[config.mk]
export PLATFORM = sky130hd
export DESIGN_NAME = mpfl_ctrl
export DESIGN_NICKNAME = d
export VERILOG_FILES = /design/src/rtl/core/mpfl_pkg.sv /design/src/rtl/core/mpfl_ctrl.sv
export VERILOG_INCLUDE_DIRS = /design/src /design/src/rtl/core
export SDC_FILE = /design/constraint.sdc
export NUM_CORES = 1
export LEC_CHECK = 0
export ABC_AREA = 1
export BUFFER_PORTS_ARGS = -buffer_cell sky130_fd_sc_hd__buf_2
export CAP_MARGIN = 0
export CORE_AREA = 2 2 39 41
export CTS_CLUSTER_DIAMETER = 30
export CTS_CLUSTER_SIZE = 16
export DETAILED_ROUTE_END_ITERATION = 10
export DIE_AREA = 0 0 41 43
export PLACE_DENSITY_LB_ADDON = 0.25
export SYNTH_ARGS = -nofsm -noshare
export SYNTH_HDL_FRONTEND = slang
export SYNTH_SLANG_ARGS = --single-unit
[constraint.sdc]
create_clock -name clk -period 3.32 [get_ports clk]
set_input_delay 0.166 -clock clk [delete_from_list [all_inputs] [get_ports clk]]
set_output_delay 0.166 -clock clk [all_outputs]
set_load 0.05 [all_outputs]
[src/rtl/core/multi_pool_free_list_allocator_top_defines.svh]
// assertion macros for the multi-pool free list allocator
// used by the controller and datapath; expects clk and rst_n in scope
`ifndef MULTI_POOL_FREE_LIST_ALLOCATOR_TOP_DEFINES_SVH
`define MULTI_POOL_FREE_LIST_ALLOCATOR_TOP_DEFINES_SVH

`ifndef SYNTHESIS
`define MPFL_ASSERT_IMP(lbl, ante, cons) \
  lbl: assert property (@(posedge clk) disable iff (!rst_n) (ante) |-> (cons)) \
    else $error("mpfl assertion failed");
`define MPFL_ASSERT_NXT(lbl, ante, cons) \
  lbl: assert property (@(posedge clk) disable iff (!rst_n) (ante) |=> (cons)) \
    else $error("mpfl assertion failed");
`else
`define MPFL_ASSERT_IMP(lbl, ante, cons)
`define MPFL_ASSERT_NXT(lbl, ante, cons)
`endif

`endif

[src/rtl/core/mpfl_pkg.sv]
// shared constants, codes and controller/datapath structs for the allocator
// no dependencies
package mpfl_pkg;

  localparam int NUM_POOL       = 4;
  localparam int SLOTS_PER_POOL = 1024;
  localparam int NUM_CFG        = 4;

  localparam int POOL_W     = (NUM_POOL > 1) ? $clog2(NUM_POOL) : 1;
  localparam int SLOT_W     = $clog2(SLOTS_PER_POOL);
  localparam int LINK_W     = SLOT_W + 1;
  localparam int LINK_AW    = POOL_W + SLOT_W;
  localparam int LINK_DEPTH = 1 << LINK_AW;

  localparam int IN_POOL_W  = 3;
  localparam int IN_SLOT_W  = 10;
  localparam int GPOOL_W    = 2;
  localparam int GSLOT_W    = 10;
  localparam int CNT_W      = 11;
  localparam int TOTAL_W    = 13;
  localparam int SPC_W      = 11;
  localparam int CFG_IDX_W  = 3;

  localparam int CNT_MAX    = 2047;
  localparam int SPC_RESET  = 64;

  localparam logic [LINK_W-1:0] NULL_LINK = LINK_W'(SLOTS_PER_POOL);

  typedef enum logic {
    OP_ALLOC = 1'b0,
    OP_FREE  = 1'b1
  } op_t;

  typedef enum logic [1:0] {
    ST_OK      = 2'd0,
    ST_OOM     = 2'd1,
    ST_IGNORED = 2'd2
  } status_t;

  typedef struct packed {
    logic accept;
    logic exec;
    logic carve_wr;
    logic out_load;
  } dp_cmd_t;

  typedef struct packed {
    logic pool_bad;
    logic op_free;
    logic head_null;
    logic grow_ok;
    logic carve_last;
    logic out_free;
  } dp_stat_t;

endpackage

[src/rtl/core/mpfl_ctrl.sv]
// allocator sequencer: init carve, accept, execute, chunk carve, link re-read, result
// depends on mpfl_pkg and the assertion macro header
`include "multi_pool_free_list_allocator_top_defines.svh"

module mpfl_ctrl import mpfl_pkg::*; (
  input  logic     clk,
  input  logic     rst_n,
  input  logic     in_valid,
  output logic     in_ready,
  output dp_cmd_t  cmd,
  input  dp_stat_t stat
);

  typedef enum logic [5:0] {
    S_INIT  = 6'b000001,
    S_IDLE  = 6'b000010,
    S_EXEC  = 6'b000100,
    S_CARVE = 6'b001000,
    S_RD    = 6'b010000,
    S_RESP  = 6'b100000
  } state_t;

  state_t state_r;
  state_t state_nxt;
  logic   accept;

  assign in_ready = (state_r == S_IDLE) || ((state_r == S_RESP) && stat.out_free);
  assign accept   = in_valid && in_ready;

  always_comb begin
    state_nxt    = state_r;
    cmd          = '0;
    cmd.accept   = accept;
    case (state_r)
      S_INIT: begin
        cmd.carve_wr = 1'b1;
        if (stat.carve_last) begin
          state_nxt = S_IDLE;
        end
      end
      S_IDLE: begin
        if (accept) begin
          state_nxt = S_EXEC;
        end
      end
      S_EXEC: begin
        cmd.exec = 1'b1;
        if (!stat.pool_bad && !stat.op_free && stat.head_null && stat.grow_ok) begin
          state_nxt = S_CARVE;
        end else begin
          state_nxt = S_RESP;
        end
      end
      S_CARVE: begin
        cmd.carve_wr = 1'b1;
        if (stat.carve_last) begin
          state_nxt = S_RD;
        end
      end
      S_RD: begin
        state_nxt = S_EXEC;
      end
      S_RESP: begin
        if (stat.out_free) begin
          cmd.out_load = 1'b1;
          state_nxt    = accept ? S_EXEC : S_IDLE;
        end
      end
      default: begin
        state_nxt = S_IDLE;
      end
    endcase
  end

  always_ff @(posedge clk) begin
    if (!rst_n) begin
      state_r <= S_INIT;
    end else begin
      state_r <= state_nxt;
    end
  end

  `MPFL_ASSERT_NXT(a_accept_exec, accept, state_r == S_EXEC)
  `MPFL_ASSERT_IMP(a_load_room, cmd.out_load, stat.out_free)
  `MPFL_ASSERT_NXT(a_carve_reread, (state_r == S_CARVE) && stat.carve_last, state_r == S_RD)

endmodule

== Yosys cells after proc, flatten, opt, wreduce, memory -nomap -nowiden ==
Cells that the tools add are included.

* Bits in registers: 6
* Input port bits: 9
* Output and inout bits: 5
* Logic and storage cells: 32

* Eq/ne operators: 10
* Multiplexer cells: 11
* Reductions and logical operators: 10

{| class="wikitable"
|+ Operators by type and width
! cell !! number
|-
| one-hot mux 6 bit (6 select lines) || 1
|-
| 2-to-1 mux 6 bit || 5
|-
| != test 2 bit (second input constant) || 4
|-
| equality test 6 x 1 -> 1 bit (second input constant) || 1
|-
| equality test 6 x 2 -> 1 bit (second input constant) || 1
|-
| equality test 6 x 3 -> 1 bit (second input constant) || 1
|-
| equality test 6 x 4 -> 1 bit (second input constant) || 1
|-
| equality test 6 x 5 -> 1 bit (second input constant) || 1
|-
| equality test 6 bit (second input constant) || 1
|-
| logical AND 1 bit || 5
|-
| 2-to-1 mux 1 bit || 4
|-
| AND reduction 4 bit || 1
|-
| 2-to-1 mux 3 bit || 1
|-
| logical NOT 1 bit || 2
|-
| OR reduction 2 bit || 1
|-
| logical OR 1 bit || 1
|}

== Logic depth before layout (Yosys ltp) ==
Gate-level depths: netlist of the first run.

* Word-level depth: 7
* Gate-level depth with buffers: 9
* Mapped depth without buffers: 9

== Worst setup path before layout of the first run ==
No wires, ideal clock.

* Kind: register to register
* Start: register state_r[5]
* End: register state_r[1]
* Data required time: 3.206 ns
* Cell stages (with the launch flop): 8
* Library setup time: 0.114 ns
* Buffers on the path: 0
* Arrival time: 1.176 ns
* Clock period less this slack: 1.290 ns
* Path slack: 2.030 ns
* Path through: dfxtp_1 inv_2 nor2_2 nand4_2 nand2_2 nand3_2 a21oi_1 nor2_1

* Word-level cells in the longest chain between the ends: 7
* Elaborated cells on any way between the ends: 17
* Classes of those cells: eq/ne: 10; mux: 3; reduce/logical: 4

{| class="wikitable"
|+ Ends and longest elaborated chain
! what !! RTL line !! source
|-
| start: declaration || mpfl_ctrl.sv:23 || <nowiki>state_t state_r;</nowiki>
|-
| start signal: assignment || mpfl_ctrl.sv:79 || <nowiki>state_r <= state_nxt;</nowiki>
|-
| equality test 6 bit || mpfl_ctrl.sv:27 || <nowiki>assign in_ready = (state_r == S_IDLE) || ((state_r == S_RESP) && stat.out_free);</nowiki>
|-
| logical AND 1 bit || mpfl_ctrl.sv:27 ||
|-
| logical OR 1 bit * || mpfl_ctrl.sv:27 ||
|-
| named net in_ready || mpfl_ctrl.sv:9 || <nowiki>output logic in_ready,</nowiki>
|-
| logical AND 1 bit * || mpfl_ctrl.sv:28 || <nowiki>assign accept = in_valid && in_ready;</nowiki>
|-
| 2-to-1 mux 3 bit || mpfl_ctrl.sv:66 || <nowiki>state_nxt = accept ? S_EXEC : S_IDLE;</nowiki>
|-
| 2-to-1 mux 6 bit || mpfl_ctrl.sv:64 || <nowiki>if (stat.out_free) begin</nowiki>
|-
| one-hot mux 6 bit (6 select lines) || mpfl_ctrl.sv:34 || <nowiki>case (state_r)</nowiki>
|}

The timed path passes the listed nets; every way through them passes the cells marked *. The select of a mux whose other input is x is not followed.
A chain may end at the register's enable or synchronous reset.

==> impl_results.md, run 1 <==
* Status: finished clean
* Clock latency at the later pin of the worst-skew pair at between 0.2 and 0.3 ns
* Layout cells sized above 1 at 0.455
* Final #Nets at approximately 90
* Net Count, Synth at around 70
* Number of global-route vias before repair at 400
* Register Area at about 120 sq um
* Sw frac at 0.338
* Vias at 411
* Ys flop type: dfxtp_1
* Cell with the most instances after synthesis: inv_1
* CTS sink cnt at 6
* Complex-gate fraction of the synthesized area at 0.0629
* Biggest regs: state_r x6
* Leak Pwr at 0.306 nW
* Crit end category: primary output
* Slew Limit Fails at 0
* # Post-CTS Setup Buffers at 0
* Critical path class: reg -> out
* Final worst slack at 1.79 ns
* Post-synthesis sequential area ratio at 0.274
* YS warnings at 0
* Netlist cell types at 18
* Initial antenna violation count at 0
* Die Height at ~43 um
* Cts hold-fix bufs at 0
* DR iter-0 viols at 5
* Ordered list of cells on the worst path: nor2_4 > nand4_2 > a21oi_1 > buf_2
* GP Congestion at ~0.72
* Max-cap viol count at 0
* Antenna-violating nets left at 0
* DRT Pass-1 Iters at 2
* H-tree depth at 1
* Clock Power Share at 0.338
* CORE AREA at ~0.0014 sq mm
* First-pass GRT wire length at 1480 um
* Die area at approximately 0.0018 sq mm
* Hold WC Path Type: in -> reg
* Vias per cell at 4.42
* Register name with the most flops: state_r
* Main combinational cell family by area after synthesis: simple AND/OR/NAND/NOR gates
* Critical-path top delay cell: dfxtp_1
* # diodes at 0
* Synth Cell Area at 438 sq um
* Clock Tree Buf Depth at 2
* Max FFs per register at 6
* Post-route core utilization at 0.389
* Critical Path Max Stage Delay at around 0.34 ns
* # port buffers at 13
* Worst-path maximum fanout at 6
* Placed Cells at 90
* Synth top area share at 0.274
* Final Critical Period at roughly 1.5 ns
* Setup WS pre-CTS at about 2.1 ns
* Net Switching at between 0.00006 and 0.00007 W
* Largest net degree at the start of global routing at 8
* Final setup vio count at 0
* Initial Util at 0.316
* Fmax at roughly 0.66 GHz
* Total CTS buffers at 3
* Worst clock skew at 0.00762 ns
* CTS resizes at 0
* Die X at 41 um
* Synthesis-stage register bit count at 6
* Post-Syn Area per Cell at a little over 7 sq um
* WL final at about 840 um
* Post-synthesis xor/xnor area fraction at 0
* Post-synthesis simple-gate area fraction at 0.526
* Area occupied by multi-input gates at around 260 sq um
* Post-synth ARST share at 0
* Reg power frac at 0.399
* Multiplexer share of the synthesized area at 0
* Drt drc at 0
* Non-filler instance count after layout at a little over 90
* Worst slew pin tran at approximately 0.25 ns
* Synth area leaders: dfxtp_1 (27%), nand3_2 (11%), inv_1 (9.4%), nor2_4 (7.7%), nand2_1 (6.9%)
* Final hold violation count at 0
* Yosys top cell by area: dfxtp_1
* Logic gate share of total power at 0.263
* Worst slew margin at 0.836
* Fill count at about 160
* Startpoint Class: flip-flop
* Top cells by count, synth: inv_1 (11), nand2_1 (8), dfxtp_1 (6), nand3_2 (5), nor2_1 (5)
* TritonCTS clock tree: done
* GRT Residual Overflow at 0
* GRT Total Usage at 0.126
* WP data required at 3.15 ns
* Num rows at 14
* WL/cell at 9.01 um
* Root Driver: clkbuf_4
* CP Data Arrival Time at 1.36 ns
* Worst VDD drop at 0.213 mV
* Final setup TNS at 0 ns
* Reg clk slew, reported paths at ~0.05 ns
* Post-synthesis adder-cell area fraction at 0
* Ratio of final minimum period to clock period at 0.459
* P_int at about 0.00013 W
* PD cells at 374 mW/mm^2
* Detailed Place HPWL at 730 um
* EDFF count, synth at 0
* RSZ-0062 raised after global routing: false
* Fin Hold WS at between 0.1 and 0.15 ns
* Syn Inst Count at between 60 and 70
* IO Count at 14
* Area growth from synthesis to layout at 22.9%
-- routing by layer --
metal | part of all wire | track usage | routed length (um)
met4 | 0 | 0.0600 | 0
met3 | 0.062 | 0.0471 | 52
met5 | 0 | 0 | 0
met2 | 0.45 | 0.181 | 377
met1 | 0.49 | 0.159 | 408
-- placed cells by master (no fill, tap or decap) --
cell and count:
nand4_2 1, nor2_1 5, a21oi_1 3, nand4_1 4, nand3_2 5, nand2_2 4
and3_1 1, dfxtp_1 6, inv_2 3, clkbuf_4 3, nor2_4 3, nand3_1 1
o21ai_0 1, nor2_2 3, nand2_1 8, o21a_1 1, inv_1 11, nor3_1 1
buf_2 13
-- final cells by class --
type | count | area share
well taps | 16 | 0.0372
multi-input cells | 41 | 0.479
inverters | 14 | 0.0977
clock buffers | 3 | 0.0419
flip-flops and latches | 6 | 0.223
repair buffers | 13 | 0.121
-- kinds of logic (layout without fill, tap and decap cells) --
family                 count (synthesis)  count (layout)
and+or+nand+nor                       36              36
buffers and inverters                 15              30
DFF                                    6               6
AOI/OAI and AO/OA                      5               5
-- power groups by stage --
stage | registers (W) | logic, W | clock network (W)
global route | 0.0000810 | 0.0000587 | 0.0000757
floorplan | 0.0000813 | 0.0000413 | 0
detailed placement | 0.0000819 | 0.0000534 | 0
global placement | 0.0000817 | 0.0000534 | 0
finish | 0.0000804 | 0.0000530 | 0.0000680
CTS | 0.0000805 | 0.0000536 | 0.0000704
-- critical path: cells and delay by family (launching register included) --
kind	cells	cell delay, ns
compound gates	1	0.15
flops	1	0.34
simple gates	2	0.34
buf+inv	1	0.27
-- final timing paths --
kind         slack, ns                       to                     from  cells after the start
max               1.79                   cmd[3]  state_r[0]$_SDFFE_PN1P_                      4
min               0.12  state_r[0]$_SDFFE_PN1P_                  stat[1]                      2
max reg2reg       2.16  state_r[1]$_SDFFE_PN0P_  state_r[0]$_SDFFE_PN1P_                      6
min reg2reg       0.60  state_r[1]$_SDFFE_PN0P_  state_r[1]$_SDFFE_PN0P_                      4
-- stage by stage --
| stage | cell area [sq um] | power, W |
|---|---|---|
| detailed placement | 515 | 0.000135 |
| global route | 538 | 0.000215 |
| CTS | 538 | 0.000205 |
| global placement | 515 | 0.000135 |
| finish | 538 | 0.000201 |
| floorplan | 438 | 0.000123 |
No activity file was read; power rests on OpenSTA's default activity.
==> run 2: changes to the inputs <==
--- a/config.mk
+++ b/config.mk
@@ -6,7 +6,7 @@
 export SDC_FILE = /design/constraint.sdc
 export NUM_CORES = 1
 export LEC_CHECK = 0
-export ABC_AREA = 1
+export ABC_AREA = 0
 export BUFFER_PORTS_ARGS = -buffer_cell sky130_fd_sc_hd__buf_2
 export CAP_MARGIN = 0
 export CORE_AREA = 2 2 39 41
==> constraint.sdc (replaced) <==
create_clock -name clk -period 1.6 [get_ports clk]
set_input_delay 0.08 -clock clk [delete_from_list [all_inputs] [get_ports clk]]
set_output_delay 0.08 -clock clk [all_outputs]
set_load 0.05 [all_outputs]
==> run 2 against run 1 <==
  * Hold slack got worse by 0.047 ns
  * Combinational power grew to 2.9 times the previous value
  * Clock skew down 0.0067 ns
  * Setup slack got worse by 1.8 ns
  * Sequential share of layout area shrank 0.49 points
  * Count of clock-buffer cells in the layout is the same
  * Largest power group unchanged
  * First-iteration DRC count is 20% lower
  * Utilization increased by 2.5 points
  * Global-route usage fell by 0.20 points
  * Flip-flop and latch count did not move
  * Highest routed layer is now met4
  * Critical endpoint unchanged
==> impl_results.md, run 2 <==
* Critical path depth at 5 (+1)
* Post-Syn Area per Cell at 8.60 sq um (+22%)
* Net Count, Synth at 57 (-20%)
* Max-cap viol count at 0 (unchanged)
* Die Height at 43 um (unchanged)
* Synth top area share at 0.291 (+0.0166)
* P_int at 0.000312 W (+130%)
* Synthesis-stage register bit count at 6 (unchanged)
* DRT Pass-1 Iters at 2 (unchanged)
* Critical path class: reg -> out
* Synth Cell Area at 413 sq um (-5.7%)
* Antenna-violating nets left at 0 (unchanged)
* Die X at 41 um (unchanged)
* Area growth from synthesis to layout at 38.8%
* Hold WC Path Type: in -> reg
* Ys flop type: dfxtp_1
* Clock latency at the later pin of the worst-skew pair at 0.24 ns (about the same)
* IO Count at 14 (unchanged)
* Yosys top cell by area: dfxtp_1
* Most common cell after layout, fill and taps aside: buf_2
* WL/cell at 9.89 um (+9.8%)
* CTS sink cnt at 6 (unchanged)
* First-pass GRT wire length at 1450 um (-2.3%)
* Final #Nets at 78 (-11%)
* Top delay family on crit path: simple AND/OR/NAND/NOR gates
* Reg power frac at 0.369 (-0.030)
* Worst VDD drop at 0.350 mV (+64%)
* Final hold violation count at 0 (unchanged)
* Final Critical Period at ~1.6 ns
* PD cells at 797 mW/mm^2 (+110%)
* Reg2reg start: state_r[0]$_SDFFE_PN1P_
* Final setup vio count at 0 (unchanged)
* Worst slew pin tran at 0.299 ns (+0.0518 ns)
* Ordered list of cells on the worst path: or3_4 > nand2b_4 > a21oi_4 > and2_4 > buf_8
* Fill count at 148 (-5.1%)
* Reg clk slew, reported paths at 0.04 ns (about the same)
* YS warnings at 0 (unchanged)
* Ratio of final minimum period to clock period at 0.982
* Flop-to-flop setup slack at 0.16 ns (-2.00 ns)
* WP data required at 1.52 ns (-1.63 ns)
* Logic gate share of total power at 0.340 (+0.077)
* Number of global-route vias before repair at 376 (-6.0%)
* GRT Total Usage at 0.124 (-0.00201)
* CP Data Arrival Time at 1.49 ns (+0.13 ns)
* Vias per cell at 4.87 (+10%)
* Worst slew margin at 0.799 (-0.0373)
* Register Area at 125 sq um (+4.2%)
* Critical-path top delay cell: or3_4
* H-tree depth at 1 (unchanged)
* Clock Tree Buf Depth at 2 (unchanged)
* Clock Power Share at 0.292 (-0.046)
* Worst clock skew at 0.000966 ns (-0.00665 ns)
* Die area at 0.00176 sq mm (unchanged)
* FF-to-FF End: state_r[1]$_SDFFE_PN0P_
* Placed Instance Area at 503 sq um (-2.4%)
* Initial Util at 0.298 (-0.0181)
* Crit path launch: state_r[0]$_SDFFE_PN1P_
* Initial antenna violation count at 0 (unchanged)
* Slew Limit Fails at 0 (unchanged)
* DR iter-0 viols at 4 (-1)
* # port buffers at 13 (unchanged)
* Critical Path Max Stage Delay at 0.38 ns (+0.04 ns)
* Detailed Place HPWL at 671 um (-8.0%)
* WL final at 821 um (-2.0%)
* Post-synth ARST share at 0 (unchanged)
* Layout cells sized above 1 at 0.463 (+0.00814)
* Num rows at 14 (unchanged)
* Max FFs per register at 6 (unchanged)
* Worst-path maximum fanout at 4 (-2)
* Netlist cell types at 28 (+10)
* Fmax at 0.636 GHz
* Root Driver: clkbuf_4
* Largest net degree at the start of global routing at 9 (+1)
* Finished Cell Area at 573 sq um (+6.5%)
* Startpoint Class: flip-flop
* EDFF count, synth at 0 (unchanged)
* Area occupied by multi-input gates at 284 sq um (+10%)
* Sw frac at 0.317 (-0.0212)
* GP Congestion at 0.710 (-0.80%)
* Leak Pwr at 0.249 nW (-19%)
* Net Switching at 0.000145 W (+110%)
* Buf+Inv Stages, Crit Path at 1 (unchanged)
* Crit end category: primary output
* Vias at 404 (-1.7%)
* CORE AREA at 0.00138 sq mm (unchanged)
* R2r worst-path depth at 5 (-1)
* GRT Residual Overflow at 0 (unchanged)
* Drt drc at 0 (unchanged)
* Status: finished clean
* TritonCTS clock tree: done
* Syn Inst Count at 48 (-23%)
* Post-synthesis sequential area ratio at 0.291 (+0.0166)
* Top cells by count, synth: dfxtp_1 (6), nor2_1 (4)
* Post-route core utilization at 0.414 (+0.0253)
* Register name with the most flops: state_r
* RSZ-0062 raised after global routing: true
* Synth area leaders: dfxtp_1 (29%), nor2b_1 (4.5%), nor3_1 (3.6%), a2bb2oi_2 (3.6%), a311oi_2 (3.6%)
* Biggest regs: state_r x6
* # diodes at 0 (unchanged)
* Most frequent cells in the layout: buf_2 (10), clkbuf_4 (5), nor2_1 (4), buf_4 (4), dfxtp_1 (4)
* Cell with the most instances after synthesis: dfxtp_1
* Total CTS buffers at 3 (unchanged)
* Critical Path Sink: cmd[3]
run 2: worst register-to-register path, cell delays in order (launching register included):
cell and delay [ns]:
dfxtp_2 0.32, or3_4 0.38, buf_4 0.14, a311oi_2 0.23, a211oi_1 0.09, a22o_1 0.18
run 2: metal layers:
| layer | up-vias | share of wire | routed length (um) | GRT usage |
|---|---|---|---|---|
| met1 | 182 | 0.46 | 377 | 0.162 |
| met3 | 2 | 0.035 | 29 | 0.0314 |
| li1 | 212 | - | - | - |
| met2 | 8 | 0.48 | 395 | 0.172 |
| met5 | - | 0 | 0 | 0 |
| met4 | 0 | 0.023 | 19 | 0.0800 |
run 2: repair_timing:
action | CTS | global route
setup endpoints to repair | 2 | 4
endpoints found under the hold margin | 0 | 0
gates cloned | 0 | 0
hold buffers | 0 | 0
pin swaps | 2 | 2
gates resized for setup | 4 | 2
buffers inserted | 3 | 1
run 2: kinds of logic (layout without fill, tap and decap cells):
logic type                count (synthesis)  after routing  share of synthesized area
and+or+nand+nor                          27             27                      0.433
AOI/OAI and AO/OA                        10             10                      0.209
DFF                                       6              6                      0.291
buffers and inverters                     4             23                     0.0455
xor gates and xnor gates                  1              1                     0.0212
run 2: area by class of cell:
class                      count  share of cell area
sequential                     6               0.218
timing repair buffer          17               0.192
inverter                       3              0.0197
multi-input combinational     38               0.496
tap                           16              0.0349
clock buffer                   3              0.0393
run 2: through the flow:
step                  TNS, ns  total power (W)  std cells  hold slack (ns)  setup WS, ns
finish                      0         0.000457         83           0.0770        0.0284
global route          -0.0393         0.000492         83           0.0780       -0.0288
CTS                 -0.000853         0.000460         82           0.0722     -0.000853
detailed placement          0         0.000312         76            0.318         0.137
global placement            0         0.000313         76            0.314         0.153
floorplan             -0.0605         0.000283         48            0.142       -0.0389
run 2: power by group through the flow:
stage	clock network (W)	registers, W	logic (W)
after floorplan	0	0.000171	0.000112
after global placement	0	0.000173	0.000140
after detailed placement	0	0.000173	0.000139
after CTS	0.000140	0.000169	0.000150
after global routing	0.000152	0.000169	0.000170
final	0.000133	0.000168	0.000155
run 2: worst min-delay path by stage:
stage                     start                      end  slack, ns  depth (start not counted)
final                     rst_n  state_r[0]$_SDFFE_PN1P_       0.08                          2
after detailed placement  rst_n  state_r[0]$_SDFFE_PN1P_       0.32                          2
after CTS                 rst_n  state_r[0]$_SDFFE_PN1P_       0.07                          2
after floorplan           rst_n  state_r[0]$_SDFFE_PN1P_       0.14                          1
after global routing      rst_n  state_r[0]$_SDFFE_PN1P_       0.08                          2
after global placement    rst_n  state_r[0]$_SDFFE_PN1P_       0.31                          2
